==> config.mk <==
export PLATFORM = sky130hd
export DESIGN_NAME = life_cellular_automaton_step_top_flat
export DESIGN_NICKNAME = d
export VERILOG_FILES = /design/src/hdl/life_pkg.sv /design/src/hdl/life_if.sv /design/src/hdl/life_cellular_automaton_step_top.sv /design/src/hdl/life_ram.sv /design/src/hdl/life_cell_engine.sv /design/src/hdl/life_out_fifo.sv /design/src/flat_wrapper.sv
export SDC_FILE = /design/constraint.sdc
export NUM_CORES = 1
export LEC_CHECK = 0
export ABC_AREA = 1
export BUFFER_PORTS_ARGS = -buffer_cell sky130_fd_sc_hd__buf_2
export CORE_MARGIN = 8
export CORE_UTILIZATION = 55
export DETAILED_ROUTE_END_ITERATION = 8
export HOLD_SLACK_MARGIN = 0.15
export PLACE_DENSITY = 0.71
export SYNTH_ARGS = -nofsm -noshare
export SYNTH_HDL_FRONTEND = slang
export SYNTH_SLANG_ARGS = --single-unit
==> constraint.sdc <==
create_clock -name clk_i -period 3.4 [get_ports clk_i]
set_clock_uncertainty 0.05 [all_clocks]
set_input_delay 0.17 -clock clk_i [delete_from_list [all_inputs] [get_ports clk_i]]
set_output_delay 0.17 -clock clk_i [all_outputs]
set_load 0.05 [all_outputs]
==> src/hdl/life_pkg.sv <==
// ----------------------------------------------------------------------------
// life_pkg: shared definitions for the Life generation engine
// Register codes, handshake structs, window helpers and the B3/S23 rule.
// ----------------------------------------------------------------------------
package life_pkg;

  // Default frame limits
  localparam int unsigned MaxColsDefault = 32;
  localparam int unsigned MaxRowsDefault = 64;

  // Configuration register widths and reset values
  localparam int unsigned RowsCfgW  = 7;
  localparam int unsigned ColsCfgW  = 6;
  localparam int unsigned RowsReset = 20;
  localparam int unsigned ColsReset = 32;
  localparam int unsigned CfgIndexW = 8;
  localparam int unsigned CfgDataW  = 7;

  // Result queue sizing: up to two results are produced per cycle
  localparam int unsigned OutDepth = 4;
  localparam int unsigned EmitMax  = 2;
  localparam int unsigned OutPtrW  = $clog2(OutDepth);
  localparam int unsigned OutCntW  = $clog2(OutDepth + 1);

  // Life rule neighbor counts
  localparam logic [3:0] BirthCount   = 4'd3;
  localparam logic [3:0] SurviveCount = 4'd2;

  typedef enum logic [CfgIndexW-1:0] {
    CfgRowsInUse = 8'd0,
    CfgColsInUse = 8'd1
  } cfg_index_e;

  typedef struct packed {
    logic next_alive;
    logic frame_last;
  } result_t;

  // One cell position in flight between line store read and evaluation
  typedef struct packed {
    logic valid;
    logic flush;      // position of the trailing row sweep
    logic top_row;    // row 0: rows above count as dead
    logic first_col;
    logic last_col;
    logic frame_end;  // last position of the trailing sweep
    logic alive;
  } issue_t;

  // Results produced by the evaluator in one cycle
  typedef struct packed {
    logic    push_a;
    logic    push_b;
    result_t res_a;
    result_t res_b;
  } emit_t;

  // Shift a new column into the 3x3 window (bit 0 of each row is the right cell)
  function automatic logic [8:0] shift_window(logic [8:0] w, logic top, logic mid,
                                              logic bot);
    return {w[7:6], bot, w[4:3], mid, w[1:0], top};
  endfunction

  // B3/S23: count the eight neighbors around the center bit
  function automatic logic life_rule(logic [8:0] w);
    logic [3:0] n;
    n = 4'd0;
    for (int k = 0; k < 9; k++) begin
      if (k != 4) begin
        n = n + 4'(w[k]);
      end
    end
    return (n == BirthCount) || ((n == SurviveCount) && w[4]);
  endfunction

  // Last usable index for a count register: zero counts as one, clamp to limit
  function automatic int unsigned last_index(int unsigned value, int unsigned limit);
    if (value == 0) begin
      return 0;
    end
    if (value > limit) begin
      return limit - 1;
    end
    return value - 1;
  endfunction

endpackage

==> src/hdl/life_if.sv <==
// ----------------------------------------------------------------------------
// life_if: handshake channels of the Life generation engine
// Cell input stream, result output stream and configuration write channel.
// ----------------------------------------------------------------------------
interface life_cell_in_if;
  logic valid;
  logic ready;
  logic cell_alive;

  modport source (output valid, output cell_alive, input ready);
  modport sink (input valid, input cell_alive, output ready);
endinterface

interface life_cell_out_if;
  logic valid;
  logic ready;
  logic next_alive;
  logic frame_last;

  modport source (output valid, output next_alive, output frame_last, input ready);
  modport sink (input valid, input next_alive, input frame_last, output ready);
endinterface

interface life_cfg_if;
  logic                            valid;
  logic                            ready;
  logic [life_pkg::CfgIndexW-1:0]  index;
  logic [life_pkg::CfgDataW-1:0]   data;

  modport source (output valid, output index, output data, input ready);
  modport sink (input valid, input index, input data, output ready);
endinterface

==> src/hdl/life_cellular_automaton_step_top.sv <==
// ----------------------------------------------------------------------------
// life_cellular_automaton_step_top: one Life (B3/S23) generation over a raster
// Line store RAM with read-modify-write, window evaluator and result queue.
// ----------------------------------------------------------------------------
// A cell's result is registered in the line store read and position stage, then in the result
// queue. Throughput: one cell per cycle while the queue has room; with the result side ready,
// input is held after a row end releases two results, and after the last cell of a frame
// while the final row is swept out of the single read port.
// Reset: position counters and queue cleared, rows_in_use 20, cols_in_use 32;
// the line store is not cleared, row 0 treats the rows above as dead.
module life_cellular_automaton_step_top #(
  parameter int unsigned MAX_COLS = life_pkg::MaxColsDefault,
  parameter int unsigned MAX_ROWS = life_pkg::MaxRowsDefault
) (
  input  logic            clk_i,
  input  logic            rst_ni,
  life_cfg_if.sink        cfg_i,
  life_cell_in_if.sink    cell_i,
  life_cell_out_if.source cell_o
);

  localparam int unsigned ColW  = $clog2(MAX_COLS);
  localparam int unsigned RowW  = $clog2(MAX_ROWS);
  localparam int unsigned FillW = life_pkg::OutCntW + 1;
  localparam logic [ColW-1:0] LastColReset =
    ColW'(life_pkg::last_index(life_pkg::ColsReset, MAX_COLS));
  localparam logic [RowW-1:0] LastRowReset =
    RowW'(life_pkg::last_index(life_pkg::RowsReset, MAX_ROWS));

  logic [RowW-1:0]              row_q, row_d, last_row_q, last_row_d;
  logic [ColW-1:0]              col_q, col_d, last_col_q, last_col_d;
  logic [ColW-1:0]              fcol_q, fcol_d;
  logic                         flush_q, flush_d;
  life_pkg::issue_t             s1_q, s1_d;
  logic [ColW-1:0]              s1_addr_q;
  logic                         fwd_q, fwd_d;
  logic [1:0]                   fwd_data_q;
  life_pkg::emit_t              emit;
  logic [life_pkg::OutCntW-1:0] fifo_cnt;
  logic [FillW-1:0]             fill_sum;
  logic                         room, cfg_acc, in_acc, fl_issue, issue;
  logic                         at_last_col, at_last_row, fl_last;
  logic [ColW-1:0]              rd_addr;
  logic [1:0]                   rd_data, stored, wdata;
  logic                         top_g, mid_g, we;

  // Handshakes: hold input during the trailing sweep or when the queue is short
  always_comb begin
    fill_sum = FillW'(fifo_cnt) + FillW'(emit.push_a) + FillW'(emit.push_b);
    room     = (fill_sum <= FillW'(life_pkg::OutDepth - life_pkg::EmitMax));
  end

  assign cfg_i.ready = 1'b1;
  assign cfg_acc     = cfg_i.valid;
  assign cell_i.ready = !flush_q && room;
  assign in_acc      = cell_i.valid && cell_i.ready;
  assign fl_issue    = flush_q && room;
  assign issue       = in_acc || fl_issue;
  assign at_last_col = (col_q == last_col_q);
  assign at_last_row = (row_q == last_row_q);
  assign fl_last     = (fcol_q == last_col_q);
  assign rd_addr     = flush_q ? fcol_q : col_q;

  // Advance raster position, sweep sequencer and configuration
  always_comb begin
    row_d      = row_q;
    col_d      = col_q;
    fcol_d     = fcol_q;
    flush_d    = flush_q;
    last_row_d = last_row_q;
    last_col_d = last_col_q;
    if (cfg_acc) begin
      case (cfg_i.index)
        life_pkg::CfgRowsInUse: begin
          last_row_d = RowW'(life_pkg::last_index(
                         32'(cfg_i.data[life_pkg::RowsCfgW-1:0]), MAX_ROWS));
        end
        life_pkg::CfgColsInUse: begin
          last_col_d = ColW'(life_pkg::last_index(
                         32'(cfg_i.data[life_pkg::ColsCfgW-1:0]), MAX_COLS));
        end
        default: ;
      endcase
      if ((cfg_i.index == life_pkg::CfgRowsInUse) ||
          (cfg_i.index == life_pkg::CfgColsInUse)) begin
        row_d   = '0;
        col_d   = '0;
        flush_d = 1'b0;
      end
    end else if (in_acc) begin
      if (at_last_col) begin
        col_d = '0;
        if (at_last_row) begin
          row_d   = '0;
          flush_d = 1'b1;
          fcol_d  = '0;
        end else begin
          row_d = row_q + RowW'(1);
        end
      end else begin
        col_d = col_q + ColW'(1);
      end
    end else if (fl_issue) begin
      fcol_d = fcol_q + ColW'(1);
      if (fl_last) begin
        flush_d = 1'b0;
      end
    end
  end

  // Describe the position whose line store read is issued this cycle
  always_comb begin
    s1_d.valid     = issue;
    s1_d.flush     = fl_issue;
    s1_d.top_row   = !fl_issue && (row_q == '0);
    s1_d.first_col = (rd_addr == '0);
    s1_d.last_col  = fl_issue ? fl_last : at_last_col;
    s1_d.frame_end = fl_issue && fl_last;
    s1_d.alive     = !fl_issue && cell_i.cell_alive;
  end

  // Write back {older, newer} at the evaluated column; forward on same-entry read
  assign we    = s1_q.valid && !s1_q.flush;
  assign wdata = {mid_g, s1_q.alive};
  assign fwd_d = issue && we && (rd_addr == s1_addr_q);

  always_comb begin
    stored = fwd_q ? fwd_data_q : rd_data;
    top_g  = stored[1] && !s1_q.top_row;
    mid_g  = stored[0] && !s1_q.top_row;
  end

  always_ff @(posedge clk_i or negedge rst_ni) begin
    if (!rst_ni) begin
      row_q      <= '0;
      col_q      <= '0;
      fcol_q     <= '0;
      flush_q    <= 1'b0;
      last_row_q <= LastRowReset;
      last_col_q <= LastColReset;
      s1_q       <= '0;
      fwd_q      <= 1'b0;
    end else begin
      row_q      <= row_d;
      col_q      <= col_d;
      fcol_q     <= fcol_d;
      flush_q    <= flush_d;
      last_row_q <= last_row_d;
      last_col_q <= last_col_d;
      s1_q       <= s1_d;
      fwd_q      <= fwd_d;
    end
  end

  // Payload of the position in flight
  always_ff @(posedge clk_i) begin
    s1_addr_q  <= rd_addr;
    fwd_data_q <= wdata;
  end

  life_ram #(
    .Width (2),
    .Depth (MAX_COLS)
  ) u_line_store (
    .clk_i   (clk_i),
    .we_i    (we),
    .waddr_i (s1_addr_q),
    .wdata_i (wdata),
    .re_i    (issue),
    .raddr_i (rd_addr),
    .rdata_o (rd_data)
  );

  life_cell_engine u_engine (
    .clk_i  (clk_i),
    .rst_ni (rst_ni),
    .s1_i   (s1_q),
    .top_i  (top_g),
    .mid_i  (mid_g),
    .emit_o (emit)
  );

  life_out_fifo u_out_fifo (
    .clk_i   (clk_i),
    .rst_ni  (rst_ni),
    .emit_i  (emit),
    .count_o (fifo_cnt),
    .cell_o  (cell_o)
  );

  // Result queue never exceeds its depth
  assert property (@(posedge clk_i) disable iff (!rst_ni)
    fifo_cnt <= life_pkg::OutCntW'(life_pkg::OutDepth))
    else $error("result queue overflow");

  // The frame's last result is emitted only once the sweep has ended
  assert property (@(posedge clk_i) disable iff (!rst_ni)
    (emit.push_b && emit.res_b.frame_last) |-> !flush_q)
    else $error("frame end emitted while sweep still active");

  // Forwarded line store data belongs to a position in flight
  assert property (@(posedge clk_i) disable iff (!rst_ni)
    fwd_q |-> s1_q.valid)
    else $error("forwarding without a position in flight");

endmodule

==> src/hdl/life_ram.sv <==
// ----------------------------------------------------------------------------
// life_ram: generic simple dual-port RAM
// One write port, one read port, read data registered (old data on collision).
// ----------------------------------------------------------------------------
module life_ram #(
  parameter int unsigned Width = 2,
  parameter int unsigned Depth = 32
) (
  input  logic                     clk_i,
  input  logic                     we_i,
  input  logic [$clog2(Depth)-1:0] waddr_i,
  input  logic [Width-1:0]         wdata_i,
  input  logic                     re_i,
  input  logic [$clog2(Depth)-1:0] raddr_i,
  output logic [Width-1:0]         rdata_o
);

  logic [Width-1:0] mem_q [Depth];
  logic [Width-1:0] rdata_q;

  // Write and registered read
  always_ff @(posedge clk_i) begin
    if (we_i) begin
      mem_q[waddr_i] <= wdata_i;
    end
    if (re_i) begin
      rdata_q <= mem_q[raddr_i];
    end
  end

  assign rdata_o = rdata_q;

endmodule

==> src/hdl/life_cell_engine.sv <==
// ----------------------------------------------------------------------------
// life_cell_engine: 3x3 window and rule evaluation
// Shifts one column per position into the window and emits up to two results.
// ----------------------------------------------------------------------------
module life_cell_engine (
  input  logic             clk_i,
  input  logic             rst_ni,
  input  life_pkg::issue_t s1_i,
  input  logic             top_i,
  input  logic             mid_i,
  output life_pkg::emit_t  emit_o
);

  logic [8:0] win_q;
  logic [8:0] win_d;
  logic [8:0] win_tail;

  // Shift in the new column, restarting from an empty window at column 0
  always_comb begin
    win_d    = life_pkg::shift_window(s1_i.first_col ? 9'd0 : win_q, top_i, mid_i,
                                      s1_i.alive);
    win_tail = life_pkg::shift_window(win_d, 1'b0, 1'b0, 1'b0);
  end

  always_ff @(posedge clk_i or negedge rst_ni) begin
    if (!rst_ni) begin
      win_q <= 9'd0;
    end else if (s1_i.valid) begin
      win_q <= win_d;
    end
  end

  // Emit the cell left of center, then the row's final cell at the last column
  always_comb begin
    emit_o.push_a           = s1_i.valid && !s1_i.top_row && !s1_i.first_col;
    emit_o.res_a.next_alive = life_pkg::life_rule(win_d);
    emit_o.res_a.frame_last = 1'b0;
    emit_o.push_b           = s1_i.valid && !s1_i.top_row && s1_i.last_col;
    emit_o.res_b.next_alive = life_pkg::life_rule(win_tail);
    emit_o.res_b.frame_last = s1_i.frame_end;
  end

endmodule

==> src/hdl/life_out_fifo.sv <==
// ----------------------------------------------------------------------------
// life_out_fifo: result queue
// Takes up to two results per cycle, delivers one transaction per cycle while the sink is ready.
// ----------------------------------------------------------------------------
module life_out_fifo (
  input  logic                           clk_i,
  input  logic                           rst_ni,
  input  life_pkg::emit_t                emit_i,
  output logic [life_pkg::OutCntW-1:0]   count_o,
  life_cell_out_if.source                cell_o
);

  life_pkg::result_t                 mem_q [life_pkg::OutDepth];
  life_pkg::result_t                 first_res;
  logic [life_pkg::OutPtrW-1:0]      wr_ptr_q, wr_ptr_d, wr_next;
  logic [life_pkg::OutPtrW-1:0]      rd_ptr_q, rd_ptr_d;
  logic [life_pkg::OutCntW-1:0]      cnt_q, cnt_d;
  logic [1:0]                        n_push;
  logic                              pop;

  // Compact the pushes so the first one always lands at the write pointer
  always_comb begin
    first_res = emit_i.push_a ? emit_i.res_a : emit_i.res_b;
    n_push    = {1'b0, emit_i.push_a} + {1'b0, emit_i.push_b};
    wr_next   = wr_ptr_q + life_pkg::OutPtrW'(1);
    pop       = cell_o.valid && cell_o.ready;
    wr_ptr_d  = wr_ptr_q + life_pkg::OutPtrW'(n_push);
    rd_ptr_d  = rd_ptr_q + life_pkg::OutPtrW'(pop);
    cnt_d     = cnt_q + life_pkg::OutCntW'(n_push) - life_pkg::OutCntW'(pop);
  end

  // Store entries
  always_ff @(posedge clk_i) begin
    if (emit_i.push_a || emit_i.push_b) begin
      mem_q[wr_ptr_q] <= first_res;
    end
    if (emit_i.push_a && emit_i.push_b) begin
      mem_q[wr_next] <= emit_i.res_b;
    end
  end

  // Advance pointers and occupancy
  always_ff @(posedge clk_i or negedge rst_ni) begin
    if (!rst_ni) begin
      wr_ptr_q <= '0;
      rd_ptr_q <= '0;
      cnt_q    <= '0;
    end else begin
      wr_ptr_q <= wr_ptr_d;
      rd_ptr_q <= rd_ptr_d;
      cnt_q    <= cnt_d;
    end
  end

  assign cell_o.valid      = (cnt_q != '0);
  assign cell_o.next_alive = mem_q[rd_ptr_q].next_alive;
  assign cell_o.frame_last = mem_q[rd_ptr_q].frame_last;
  assign count_o           = cnt_q;

endmodule

==> src/flat_wrapper.sv <==
// flat-port wrapper written by rule: the top's interface ports become plain ports
module life_cellular_automaton_step_top_flat 
#(
  parameter int unsigned MAX_COLS = life_pkg::MaxColsDefault,
  parameter int unsigned MAX_ROWS = life_pkg::MaxRowsDefault
)
  (clk_i, rst_ni, cfg_i_valid, cfg_i_index, cfg_i_data, cfg_i_ready, cell_i_valid, cell_i_cell_alive, cell_i_ready, cell_o_valid, cell_o_next_alive, cell_o_frame_last, cell_o_ready);
  life_cfg_if cfg_i_i ();
  life_cell_in_if cell_i_i ();
  life_cell_out_if cell_o_i ();
  input  logic clk_i;
  input  logic rst_ni;
  input wire logic [$bits(cfg_i_i.valid)-1:0] cfg_i_valid;
  input wire logic [$bits(cfg_i_i.index)-1:0] cfg_i_index;
  input wire logic [$bits(cfg_i_i.data)-1:0] cfg_i_data;
  output wire logic [$bits(cfg_i_i.ready)-1:0] cfg_i_ready;
  input wire logic [$bits(cell_i_i.valid)-1:0] cell_i_valid;
  input wire logic [$bits(cell_i_i.cell_alive)-1:0] cell_i_cell_alive;
  output wire logic [$bits(cell_i_i.ready)-1:0] cell_i_ready;
  output wire logic [$bits(cell_o_i.valid)-1:0] cell_o_valid;
  output wire logic [$bits(cell_o_i.next_alive)-1:0] cell_o_next_alive;
  output wire logic [$bits(cell_o_i.frame_last)-1:0] cell_o_frame_last;
  input wire logic [$bits(cell_o_i.ready)-1:0] cell_o_ready;
  assign cfg_i_i.valid = cfg_i_valid;
  assign cfg_i_i.index = cfg_i_index;
  assign cfg_i_i.data = cfg_i_data;
  assign cfg_i_ready = cfg_i_i.ready;
  assign cell_i_i.valid = cell_i_valid;
  assign cell_i_i.cell_alive = cell_i_cell_alive;
  assign cell_i_ready = cell_i_i.ready;
  assign cell_o_valid = cell_o_i.valid;
  assign cell_o_next_alive = cell_o_i.next_alive;
  assign cell_o_frame_last = cell_o_i.frame_last;
  assign cell_o_i.ready = cell_o_ready;
  life_cellular_automaton_step_top #(.MAX_COLS(MAX_COLS), .MAX_ROWS(MAX_ROWS)) u_core (.clk_i(clk_i), .rst_ni(rst_ni), .cfg_i(cfg_i_i), .cell_i(cell_i_i), .cell_o(cell_o_i));
endmodule
==> Word-level counts from Yosys, hierarchy flattened <==
Memory sizes are Yosys's and may differ from the RTL's. A register that Yosys moved wholly into a read port is not among the register bits.
Index checks and enable logic that the tools add are counted.
{ "totals": {"ram_bits": 72, "output_inout_bits": 5, "mem_count": 2, "regBits": 58, "elab_cells": 159} }
{ "mem_list": {"columns": ["name", "words", "word_bits", "read_ports", "rd_ports_with_merged_regs", "wr", "line", "text"], "rows": [
  ["u_core.u_line_store.mem_q", 32, 2, 1, 1, 1, "life_ram.sv:18", "logic [Width-1:0] mem_q [Depth];"],
  ["u_core.u_out_fifo.mem_q", 4, 2, 1, 0, 2, "life_out_fifo.sv:13", "life_pkg::result_t mem_q [life_pkg::OutDepth];"]
]} }
{ "classes": {"mux": 51, "add_sub_neg": 23, "eq_ne": 14, "bitwise": 1, "magnitude_cmp": 3, "reduce_logical": 45} }
{ "ops": {"columns": ["cell", "n"], "rows": [
  ["$mux W5", 12],
  ["$mux W6", 8],
  ["$mux W1", 28],
  ["$add A4 B1 Y4", 6],
  ["$logic_and A1 B1 Y1", 18],
  ["$eq A4 B2 Y1 const B", 4],
  ["$eq A5 B5 Y1", 3],
  ["$add A3 B1 Y4", 3],
  ["$logic_not A6 Y1", 2],
  ["$add A5 B1 Y5 const B", 2],
  ["$reduce_bool A3 Y1", 3],
  ["$eq A8 B1 Y1 const B", 1],
  ["$logic_not A8 Y1", 1],
  ["$mux W8", 1],
  ["$gt A7 B7 Y1 const B", 1],
  ["$logic_not A7 Y1", 1],
  ["$add A2 B1 Y3", 2],
  ["$add A6 B1 Y6 const B", 1],
  ["$eq A6 B6 Y1", 1],
  ["$gt A6 B6 Y1 const B", 1],
  ["$ne A3 B3 Y1 const B", 2],
  ["$reduce_and A2 Y1", 3],
  ["$reduce_bool A2 Y1", 3],
  ["$sub A6 B1 Y6 const B", 1],
  ["other kinds (18)", 29]
]} }

==> Logic depth before layout (Yosys ltp) <==
Gate-level depths: netlist (run 1).
{ "depth": {"ltp_word": 13, "depth_mapped": 16, "ltp_nobuf": 16} }

==> By module <==
A second synthesis (run 1) with hierarchy kept.
{ "unflattened": {"cells_unflattened": 781, "area_unflattened_um2": 7005.5} }
{ "modules_own_cells": {"columns": ["module", "instances", "area_each_um2", "cells_each"], "rows": [
  ["life_ram", 1, 2926.6, 269],
  ["life_cellular_automaton_step_top", 1, 2539.9, 324],
  ["life_out_fifo", 1, 1001.0, 122],
  ["life_cell_engine", 1, 538.0, 66]
]} }

==> Least setup slack after synthesis (run 1) <==
Ideal clock, no wire load.
{ "synth_timing": {"path_type": "register -> register", "from": "reg u_core.fwd_q", "to": "mem u_core.u_out_fifo.mem_q[0][1] (netlist bit), data pin", "path_buffers": 0, "setup_ps": 155, "period_less_slack_ps": 3486, "slack_ps": -86, "arrival_ps": 3281, "stages_incl_launch_ff": 16, "cell_sequence": "dfrtp_1 o21ai_0 nor2_1 ha_1 inv_1 fa_1 inv_1 fa_1 inv_1 fa_1 fa_1 nor2_1 o21ai_0 nand2_1 nand4_1 o22ai_1"} }
{ "synth_lines": {"columns": ["item", "line", "text"], "rows": [
  ["start: declaration", "life_cellular_automaton_step_top.sv:36", "logic fwd_q, fwd_d;"],
  ["start signal: assignment", "life_cellular_automaton_step_top.sv:151", "fwd_q <= fwd_d;"],
  ["end: declaration", "life_out_fifo.sv:13", null]
]} }

==> flow_metrics.env, run 1 <==
export IMPL_status="complete, but fails checks"
export IMPL_violations="negative setup slack"
export IMPL_leakagePower_nw=3.49
export IMPL_n_fill_cell=938
export IMPL_end_kind="flop"
export IMPL_fin_crit_ns=3.50
export IMPL_reg2reg_to="u_core.u_out_fifo.mem_q[0][1]"
export IMPL_grt_pass1_wl_mm=23.5
export IMPL_gr_total_overflow=0
export IMPL_drtPass1Iterations=7
export IMPL_ys_warn_count=0
export IMPL_maxCapViolations=0
export IMPL_powerDensity_mw_per_mm2=776
export IMPL_top_layer="met4"
export IMPL_grt_use_total=0.183
export IMPL_hold_viol=0
export IMPL_hpwl_mm=9.55
export IMPL_wl_per_cell_microns=14.6
export IMPL_numCtsBuffers=17
export IMPL_cts_max_level=4
export IMPL_synth_top_area_cell="edfxtp_1"
export IMPL_grt_max_degree=43
export IMPL_synthArstFlopShare=0.377
export IMPL_tightest_slew_ns=0.959
export IMPL_timing_rr_start="u_core.fwd_q"
export IMPL_hold_path_end="u_core.flush_q"
export IMPL_synth_cells=758
export IMPL_yosys_top_cells_count="nand2_1 (227), nor2_1 (89), inv_1 (83), edfxtp_1 (74), nand3_1 (58)"
export IMPL_postRouteAntennaNets=0
export IMPL_min_period_over_period=1.03
export IMPL_via_per_inst=5.37
export IMPL_synth_ff_type="edfxtp_1"
export IMPL_slew_viol_final=0
export IMPL_io_pins=26
export IMPL_cp_num_buf_inv=3
export IMPL_detail_route_wirelength_mm=14.1
export IMPL_holdCritStartpoint="cfg_i_index[0]"
export IMPL_cts_path_max_buffers=2
export IMPL_num_rows=40
export IMPL_final_nets=855
export IMPL_syn_area_sq_mm=0.00679
export IMPL_num_vias=5200
export IMPL_hp_class="primary input to flop"
export IMPL_finalSetupViolations=4
export IMPL_critPathTopFamily="adder cells"
export IMPL_finalSetupTns_ns=-0.364
export IMPL_coreArea_sq_mm=0.0120
export IMPL_cts_tree="built"
export IMPL_placed_area_sq_mm=0.00705
export IMPL_die_h_microns=127
export IMPL_max_freq_mhz=286
export IMPL_drt_met1_wl_mm=6.00
export IMPL_insertion_delay_ns=0.42
export IMPL_synth_most_common_cell="nand2_1"
export IMPL_clk_pin_slew_ns=0.06
export IMPL_crit_chain="o21ai_1, nor2_1, ha_1, inv_2, fa_1, inv_1, fa_1, inv_1, fa_2, fa_2, nor2_1, o21ai_1, nand2_1, nand4_1, o22ai_1"
export IMPL_synth_edff_count=74
export IMPL_clock_sinks=130
export IMPL_ys_top_cells_by_area="edfxtp_1 (33%), dfrtp_1 (15%), nand2_1 (13%)"
export IMPL_gp_congestion=0.885
export IMPL_reg2reg_slack_ns=-0.1
export IMPL_worstPathArrival_ns=3.71
export IMPL_syn_nets=804
export IMPL_dr_wl_met3_microns=799
export IMPL_crit_fanout=4
export IMPL_drtIter0Drc=388
export IMPL_grt_pass1_vias=5051
export IMPL_max_slew_margin_rel=0.361
export IMPL_synth_cell_types=45
export IMPL_fin_area_sq_mm=0.00779
export IMPL_yosysSeqAreaShare=0.530
export IMPL_avgSynthCellArea_sq_um=8.96
export IMPL_fp_dieArea_sq_mm=0.0162
export IMPL_start_util=0.566
export IMPL_setup_slack_ns=-0.0982
export IMPL_die_w_microns=127
export IMPL_cp_start_kind="flop"
export IMPL_crit_slowest_cell="fa_1"
export IMPL_critical_path_class="flop to flop"
export IMPL_root_buffer="clkbuf_16"
export IMPL_port_buffers=24
export IMPL_hold_depth=7
export IMPL_area_growth_pct=14.7
export IMPL_synth_top_area_share=0.327
export IMPL_met2RoutedLength_mm=7.03
export IMPL_peakVddDrop_mv=0.337
export IMPL_ys_ff_latch=130
export IMPL_slowest_delay_ns=0.49
export IMPL_rsz0062_at_grt="yes"
export IMPL_antenna_cells=0
export IMPL_drive_above_1_share=0.137
export IMPL_antenna_found_initial=0
export IMPL_drc=0
export IMPL_crit_required_ns=3.61
export IMPL_ff2ff_path_depth=15
-- cell type report --
cell class / count / area, sq um / share of cell area
Multi-Input combinational cell: 528 / 2770 / 0.355
Timing Repair Buffer: 44 / 300 / 0.0385
Inverter: 88 / 333 / 0.0427
Sequential cell: 130 / 3600 / 0.462
Clock inverter: 15 / 184 / 0.0236
Clock buffer: 17 / 425 / 0.0546
Tap cell: 147 / 184 / 0.0236
-- metal layers --
layer	track usage	vias up
met5	0	-
met4	0.0833	0
met3	0.0445	34
met2	0.307	136
met1	0.218	2467
li1	-	2563
-- stage by stage --
| stage | setup slack, ns | cells | total power [mW] | hold WS, ns | utilization |
|---|---|---|---|---|---|
| floorplan | 0.00933 | 758 | 3.67 | -0.176 | - |
| global placement | -0.0999 | 923 | 4.08 | 0.305 | 0.587 |
| detailed placement | -0.142 | 923 | 4.16 | 0.327 | 0.587 |
| CTS | -0.0923 | 968 | 6.06 | 0.177 | 0.648 |
| global route | -0.263 | 969 | 6.42 | 0.231 | 0.649 |
| finish | -0.0982 | 969 | 6.04 | 0.188 | 0.649 |
-- sequential cells by signal, indices dropped and copies added, names as in the netlist --
name,count
u_core.u_line_store.mem_q,64
u_core.u_out_fifo.mem_q,8
u_core.s1_q,7
u_core.last_row_q,6
u_core.row_q,6
u_core.u_engine.win_q,6
u_core.col_q,5
u_core.fcol_q,5
u_core.last_col_q,5
u_core.s1_addr_q,5
u_core.u_out_fifo.count_o,3
u_core.fwd_data_q,2
u_core.u_line_store.rdata_o,2
u_core.u_out_fifo.rd_ptr_q,2
u_core.u_out_fifo.wr_ptr_q,2
u_core.flush_q,1
u_core.fwd_q,1
-- report_power, final --
group | internal, mW | leakage [nW] | total, mW | switching [mW]
Combinational | 0.682 | 1.85 | 2.05 | 1.37
Clock | 1.16 | 0.284 | 1.86 | 0.705
Sequential | 1.92 | 1.36 | 2.13 | 0.205
-- cell families after synthesis --
kind of cell | after synthesis | synth area share
compound gates | 60 | 0.0531
xor+xnor | 23 | 0.0297
fa+ha+maj | 25 | 0.0549
buf+inv | 100 | 0.0639
flops | 130 | 0.530
other cells | 1 | 0.000552
simple gates | 419 | 0.268
-- worst min-delay path, cell delays in order --
cell and delay [ns]:
buf_2 0.10, nor3_2 0.05, nand2_1 0.05, nand3_1 0.08, nand3_1 0.09, nand2_1 0.05
nand2_1 0.05
-- worst max-delay path by stage --
stage | from | to | slack, ns | cells past startpoint
floorplan | u_core.fwd_q | u_core.u_out_fifo.mem_q[0][1] | 0.009 | 13
global placement | u_core.fwd_q | u_core.u_out_fifo.mem_q[0][1] | -0.1 | 15
detailed placement | u_core.fwd_q | u_core.u_out_fifo.mem_q[0][1] | -0.14 | 15
CTS | u_core.fwd_q | u_core.u_out_fifo.mem_q[3][1] | -0.09 | 16
global route | u_core.fwd_q | u_core.u_out_fifo.mem_q[1][1] | -0.26 | 15
finish | u_core.fwd_q | u_core.u_out_fifo.mem_q[0][1] | -0.1 | 15
-- cell usage in the layout, fill, tap and decap left out, drive strengths merged, types with 2 or more instances in the layout --
| master | n |
|---|---|
| clkinv | 4 |
| dfstp | 8 |
| xnor2 | 6 |
| and3 | 2 |
| nand4 | 5 |
| bufinv | 3 |
| dfrtp | 41 |
| o21ai | 30 |
| edfxtp | 74 |
| fa | 8 |
| o22ai | 15 |
| dfxtp | 7 |
| ha | 17 |
| dlygate4sd3 | 12 |
| o211ai | 2 |
| buf | 32 |
| clkbuf | 17 |
| xor2 | 17 |
| nand3 | 59 |
| nor3 | 10 |
| or2 | 8 |
| clkinvlp | 5 |
| inv | 91 |
| a21oi | 8 |
| nor2 | 98 |
| nand2 | 236 |
-- timing repair --
item | 4_1_cts | 5_1_grt
setup buffers | 1 | 1
endpoints found under the setup margin | 4 | 4
hold buffers | 12 | 0
resized for setup | 2 | 1
hold endpoints to repair | 51 | 0
cloned | 0 | 0
pin swaps | 4 | 2
Note: power is estimated with default switching activity, not from simulation.
==> run 2: changes to the inputs <==
PLACE_DENSITY = 0.68   (was 0.71)
clock period = 3.3 ns   (was 3.4 ns; I/O delays follow)
==> run 2 against run 1 <==
Net effect:
- the run still ends with negative setup slack left
- register-to-register slack lost 0.12 ns
- sequential cell count unchanged
- final cell count stayed put
- sequential share of layout area hardly changed
- routed wire length rose by 1.9%
- non-clock buffer count unchanged
- largest cell class unchanged
==> flow_metrics.env, run 2 (synthesis gave the netlist of run 1 again) <==
export IMPL_coreArea_sq_mm=0.0120
export IMPL_setup_slack_ns=-0.219
export IMPL_numCtsBuffers=17
export IMPL_status="complete, but fails checks"
export IMPL_finalSetupViolations=4
export IMPL_cts_max_level=4
export IMPL_worstPathArrival_ns=3.72
export IMPL_clock_sinks=130
export IMPL_violations="negative setup slack"
export IMPL_area_growth_pct=14.6
export IMPL_powerDensity_mw_per_mm2=799
export IMPL_critical_path_class="flop to flop"
export IMPL_drtIter0Drc=418
export IMPL_tightest_slew_ns=0.697
export IMPL_grt_pass1_vias=5156
export IMPL_start_util=0.566
export IMPL_drive_above_1_share=0.135
export IMPL_final_cell_mix="nand2_1 (227), nor2_1 (87), inv_1 (80), edfxtp_1 (74), nand3_1 (58)"
export IMPL_drc=0
export IMPL_crit_slowest_cell="fa_1"
export IMPL_final_cells=969
export IMPL_finalSetupTns_ns=-0.809
export IMPL_cts_tree="built"
export IMPL_startpoint="u_core.fwd_q"
export IMPL_cp_depth=15
export IMPL_io_pins=26
export IMPL_final_nets=855
export IMPL_ff2ff_path_depth=15
export IMPL_drtPass1Iterations=5
export IMPL_met3_usage=0.0383
export IMPL_critPathTopFamily="adder cells"
export IMPL_finalPower_mw=6.21
export IMPL_max_slew_margin_rel=0.533
export IMPL_n_fill_cell=984
export IMPL_antenna_cells=0
export IMPL_fp_dieArea_sq_mm=0.0162
export IMPL_insertion_delay_ns=0.42
export IMPL_timing_rr_start="u_core.fwd_q"
export IMPL_postRouteAntennaNets=0
export IMPL_cp_start_kind="flop"
export IMPL_maxCapViolations=0
export IMPL_crit_fanout=4
export IMPL_use_met2=0.318
export IMPL_detail_route_wirelength_mm=14.4
export IMPL_grt_busiest_layer="met2"
export IMPL_slew_viol_final=0
export IMPL_hp_class="primary input to flop"
export IMPL_min_period_over_period=1.07
export IMPL_wl_per_cell_microns=14.9
export IMPL_holdWs_ns=0.181
export IMPL_reg2reg_slack_ns=-0.22
export IMPL_final_common_cell="nand2_1"
export IMPL_endpoint="u_core.u_out_fifo.mem_q[2][1]"
export IMPL_largest_register="u_core.u_line_store.mem_q"
export IMPL_peakVddDrop_mv=0.383
export IMPL_grt_use_met1=0.226
export IMPL_hpwl_mm=9.90
export IMPL_place_ws_ns=-0.228
export IMPL_crit_chain="o21ai_2, nor2_2, ha_1, inv_2, fa_1, inv_1, fa_1, inv_2, fa_2, fa_2, nor2_1, o21ai_1, nand2_1, nand4_1, o22ai_1"
export IMPL_cp_num_buf_inv=3
export IMPL_slowest_delay_ns=0.49
export IMPL_die_w_microns=127
export IMPL_grt_pass1_wl_mm=24.0
export IMPL_root_buffer="clkbuf_16"
export IMPL_placed_cells=923
export IMPL_gr_total_overflow=0
export IMPL_reg2reg_to="u_core.u_out_fifo.mem_q[2][1]"
export IMPL_die_h_microns=127
export IMPL_antenna_found_initial=0
export IMPL_crit_required_ns=3.51
export IMPL_fin_crit_ns=3.52
export IMPL_max_freq_mhz=284
export IMPL_num_rows=40
export IMPL_top_regs="u_core.u_line_store.mem_q: 64 flops, u_core.u_out_fifo.mem_q: 8 flops, u_core.s1_q: 7 flops"
export IMPL_grt_use_total=0.186
export IMPL_hold_viol=0
export IMPL_clk_pin_slew_ns=0.05
export IMPL_gp_congestion=0.836
export IMPL_num_vias=5183
export IMPL_via_per_inst=5.35
export IMPL_cts_path_max_buffers=2
export IMPL_grt_max_degree=36
export IMPL_end_kind="flop"
export IMPL_rsz0062_at_grt="yes"
export IMPL_largest_register_ffs=64
export IMPL_port_buffers=24
export IMPL_leakagePower_nw=3.49
## run 2: changes by cell type in the layout (fill, tap and decap cells not counted), moves of 2 or more
cell / change
clkbuf_1: +4
clkinv_1: +2
clkinvlp_4: -2
inv_6: -2
nor2_1: -2
## run 2: worst min path at each step
stage	startpoint	slack [ns]	depth (start not counted)	endpoint
after detailed placement	rst_ni	0.15	1	u_core.last_row_q[2]
final	cfg_i_index[0]	0.18	7	u_core.flush_q
after global placement	rst_ni	0.13	1	u_core.last_row_q[2]
after floorplan	rst_ni	-0.18	0	u_core.col_q[0]
after CTS	cfg_i_index[0]	0.18	7	u_core.flush_q
after global routing	cfg_i_data[1]	0.25	7	u_core.last_row_q[3]
## run 2: worst min-delay path, delay by kind of cell
family,cells,cell delay (ns)
buf+inv,1,0.09
simple gates,6,0.36
## run 2: layer usage
layer | wire, microns | part of all wire
met3 | 554 | 0.038
met4 | 183 | 0.013
met5 | 0 | 0
met1 | 6430 | 0.45
met2 | 7250 | 0.50
## run 2: metrics by stage
stage	utilization	instance area, sq um
3_5_place_dp	0.587	7050
4_1_cts	0.646	7760
6_report	0.648	7780
5_1_grt	0.648	7780
2_1_floorplan	-	6800
3_3_place_gp	0.587	7050
## run 2: final cells by class
| class | count | area, sq um | share of cell area |
|---|---|---|---|
| tap | 147 | 184 | 0.0236 |
| clock buffer | 22 | 454 | 0.0584 |
| multi-input combinational | 528 | 2780 | 0.357 |
| clock inverter | 10 | 134 | 0.0172 |
| inverter | 88 | 333 | 0.0428 |
| timing repair buffer | 44 | 300 | 0.0386 |
| sequential | 130 | 3600 | 0.462 |
## run 2: report_power, final
part	total (mW)	internal (mW)	leakage, nW	switching, mW
Sequential	2.20	1.98	1.36	0.218
Combinational	2.14	0.709	1.85	1.43
Clock	1.87	1.20	0.275	0.670
Total	6.21	3.89	3.49	2.32
## run 2: timing repair
| item | in CTS | in global routing |
|---|---|---|
| pin swaps | 7 | 2 |
| buffers inserted | 1 | 1 |
| endpoints found under the setup margin | 4 | 4 |
| resized for setup | 2 | 5 |
| hold endpoints to repair | 40 | 0 |
| hold buffers | 12 | 0 |
==> run 3: changes to the inputs <==
PLACE_DENSITY = unset   (was 0.68)
PLACE_DENSITY_LB_ADDON = 0.05   (was unset)
==> run 3 against run 2 <==
Net effect:
- critical path depth did not move
- the flow still finishes with violations (negative setup slack)
- count of clock-buffer cells in the layout rose by 2
- setup slack got worse by 0.050 ns
- combinational power barely moved
- global-route usage rose by 0.24 points
- design area barely moved
- sequential share of layout area barely moved
- critical path type unchanged
- final cell count rose by 0.41%
- fmax fell by 1.4%
==> flow_metrics.env, run 3 (synthesis gave the netlist of run 1 again) <==
export IMPL_status="complete, but fails checks"
export IMPL_violations="negative setup slack"
export IMPL_slowest_delay_ns=0.49
export IMPL_maxCapViolations=0
export IMPL_drtPass1Iterations=5
export IMPL_die_h_microns=127
export IMPL_die_w_microns=127
export IMPL_max_slew_margin_rel=0.294
export IMPL_worstPathArrival_ns=3.76
export IMPL_cp_depth=15
export IMPL_num_vias=5144
export IMPL_crit_chain="o21ai_1, nor2_2, ha_1, inv_2, fa_1, inv_1, fa_1, inv_2, fa_2, fa_2, nor2_1, o21ai_1, nand2_1, nand4_1, o22ai_1"
export IMPL_antenna_found_initial=0
export IMPL_postRouteAntennaNets=0
export IMPL_hp_class="primary input to flop"
export IMPL_tightest_slew_ns=1.06
export IMPL_hpwl_mm=9.87
export IMPL_insertion_delay_ns=0.41
export IMPL_cts_max_level=4
export IMPL_cts_path_max_buffers=2
export IMPL_startpoint="u_core.fwd_q"
export IMPL_grt_pass1_wl_mm=24.2
export IMPL_setup_slack_ns=-0.269
export IMPL_cp_start_kind="flop"
export IMPL_crit_required_ns=3.49
export IMPL_peakVddDrop_mv=0.391
export IMPL_critical_path_class="flop to flop"
export IMPL_finalCoreUtilization=0.648
export IMPL_clk_pin_slew_ns=0.05
export IMPL_multi_input_area_sq_mm=0.00277
export IMPL_slew_viol_final=0
export IMPL_num_rows=40
export IMPL_finalSetupViolations=4
export IMPL_critPathTopFamily="adder cells"
export IMPL_reg2reg_to="u_core.u_out_fifo.mem_q[3][1]"
export IMPL_largest_register="u_core.u_line_store.mem_q"
export IMPL_crit_slowest_cell="fa_1"
export IMPL_n_fill_cell=977
export IMPL_final_cell_mix="nand2_1 (227), nor2_1 (87), inv_1 (80), edfxtp_1 (74), nand3_1 (58)"
export IMPL_drc=0
export IMPL_via_per_inst=5.29
export IMPL_grt_use_total=0.189
export IMPL_wl_per_cell_microns=14.6
export IMPL_placed_area_sq_mm=0.00705
export IMPL_hold_viol=0
export IMPL_coreArea_sq_mm=0.0120
export IMPL_powerDensity_mw_per_mm2=782
export IMPL_min_period_over_period=1.08
export IMPL_fp_dieArea_sq_mm=0.0162
export IMPL_fin_area_sq_mm=0.00778
export IMPL_crit_fanout=4
export IMPL_gr_total_overflow=0
export IMPL_ff2ff_path_depth=15
export IMPL_timing_rr_start="u_core.fwd_q"
export IMPL_reg2reg_slack_ns=-0.27
export IMPL_clock_sinks=130
export IMPL_max_freq_mhz=280
export IMPL_drtIter0Drc=420
export IMPL_top_regs="u_core.u_line_store.mem_q: 64 flops, u_core.u_out_fifo.mem_q: 8 flops, u_core.s1_q: 7 flops"
export IMPL_largest_register_ffs=64
export IMPL_root_buffer="clkbuf_16"
export IMPL_endpoint="u_core.u_out_fifo.mem_q[3][1]"
export IMPL_area_growth_pct=14.6
export IMPL_port_buffers=24
export IMPL_drive_above_1_share=0.142
export IMPL_cp_num_buf_inv=3
export IMPL_start_util=0.566
export IMPL_final_nets=858
export IMPL_fin_crit_ns=3.57
export IMPL_rsz0062_at_grt="yes"
export IMPL_grt_max_degree=46
export IMPL_grt_pass1_vias=5121
export IMPL_gp_congestion=0.870
export IMPL_leakagePower_nw=3.50
export IMPL_detail_route_wirelength_mm=14.2
export IMPL_seqCellArea_sq_mm=0.00360
export IMPL_final_common_cell="nand2_1"
export IMPL_io_pins=26
export IMPL_cts_tree="built"
export IMPL_numCtsBuffers=17
export IMPL_end_kind="flop"
## run 3: per-layer routing
layer / wire length [microns] / vias to the layer above / global-route usage
met5: 0 / - / 0
met4: 95 / 0 / 0.0567
met3: 730 / 9 / 0.0470
met2: 6960 / 129 / 0.314
met1: 6440 / 2433 / 0.238
li1: - / 2573 / -
## run 3: worst min path at each step
| stage | start | to | slack [ns] | cells past startpoint |
|---|---|---|---|---|
| global placement | cell_i_cell_alive | u_core.s1_q[0] | 0.34 | 3 |
| finish | cfg_i_index[0] | u_core.flush_q | 0.20 | 7 |
| global route | cfg_i_data[1] | u_core.last_row_q[3] | 0.25 | 7 |
| CTS | cfg_i_index[0] | u_core.flush_q | 0.19 | 7 |
| floorplan | rst_ni | u_core.col_q[0] | -0.18 | 0 |
| detailed placement | cell_i_cell_alive | u_core.s1_q[0] | 0.35 | 3 |
## run 3: through the flow
step / TNS [ns] / instances / power (mW) / setup slack (ns) / hold WS (ns)
after floorplan: -0.00925 / 758 / 3.78 / -0.00925 / -0.181
after global placement: -0.427 / 924 / 4.23 / -0.110 / 0.338
after detailed placement: -1.05 / 924 / 4.31 / -0.275 / 0.350
after CTS: -0.911 / 971 / 6.12 / -0.244 / 0.188
after global routing: -1.59 / 972 / 6.53 / -0.403 / 0.248
final: -1.02 / 973 / 6.09 / -0.269 / 0.201
## run 3: timing repair
item	in CTS	in global routing
setup endpoints to repair	4	4
hold buffers	13	0
resized for setup	1	4
setup buffers	2	1
endpoints found under the hold margin	58	0
pin swaps	8	3
## run 3: layout make-up
| class | count | area share |
|---|---|---|
| antenna | 1 | 0.000321 |
| tap | 147 | 0.0236 |
| multi-input combinational | 528 | 0.356 |
| clock inverter | 8 | 0.00627 |
| timing repair buffer | 47 | 0.0418 |
| inverter | 88 | 0.0428 |
| clock buffer | 24 | 0.0672 |
| sequential | 130 | 0.462 |
## run 3: worst register-to-register path: stages, from the launching register on
cell,delay [ns]
dfrtp_1,0.40
o21ai_1,0.15
nor2_2,0.06
ha_1,0.30
inv_2,0.05
fa_1,0.48
inv_1,0.05
fa_1,0.49
inv_2,0.04
fa_2,0.36
fa_2,0.35
nor2_1,0.09
o21ai_1,0.08
nand2_1,0.07
nand4_1,0.15
o22ai_1,0.22
## run 3: power by group
part | total [mW] | internal, mW | switching, mW
Sequential | 2.20 | 1.98 | 0.213
Combinational | 2.13 | 0.717 | 1.41
Clock | 1.76 | 1.10 | 0.662
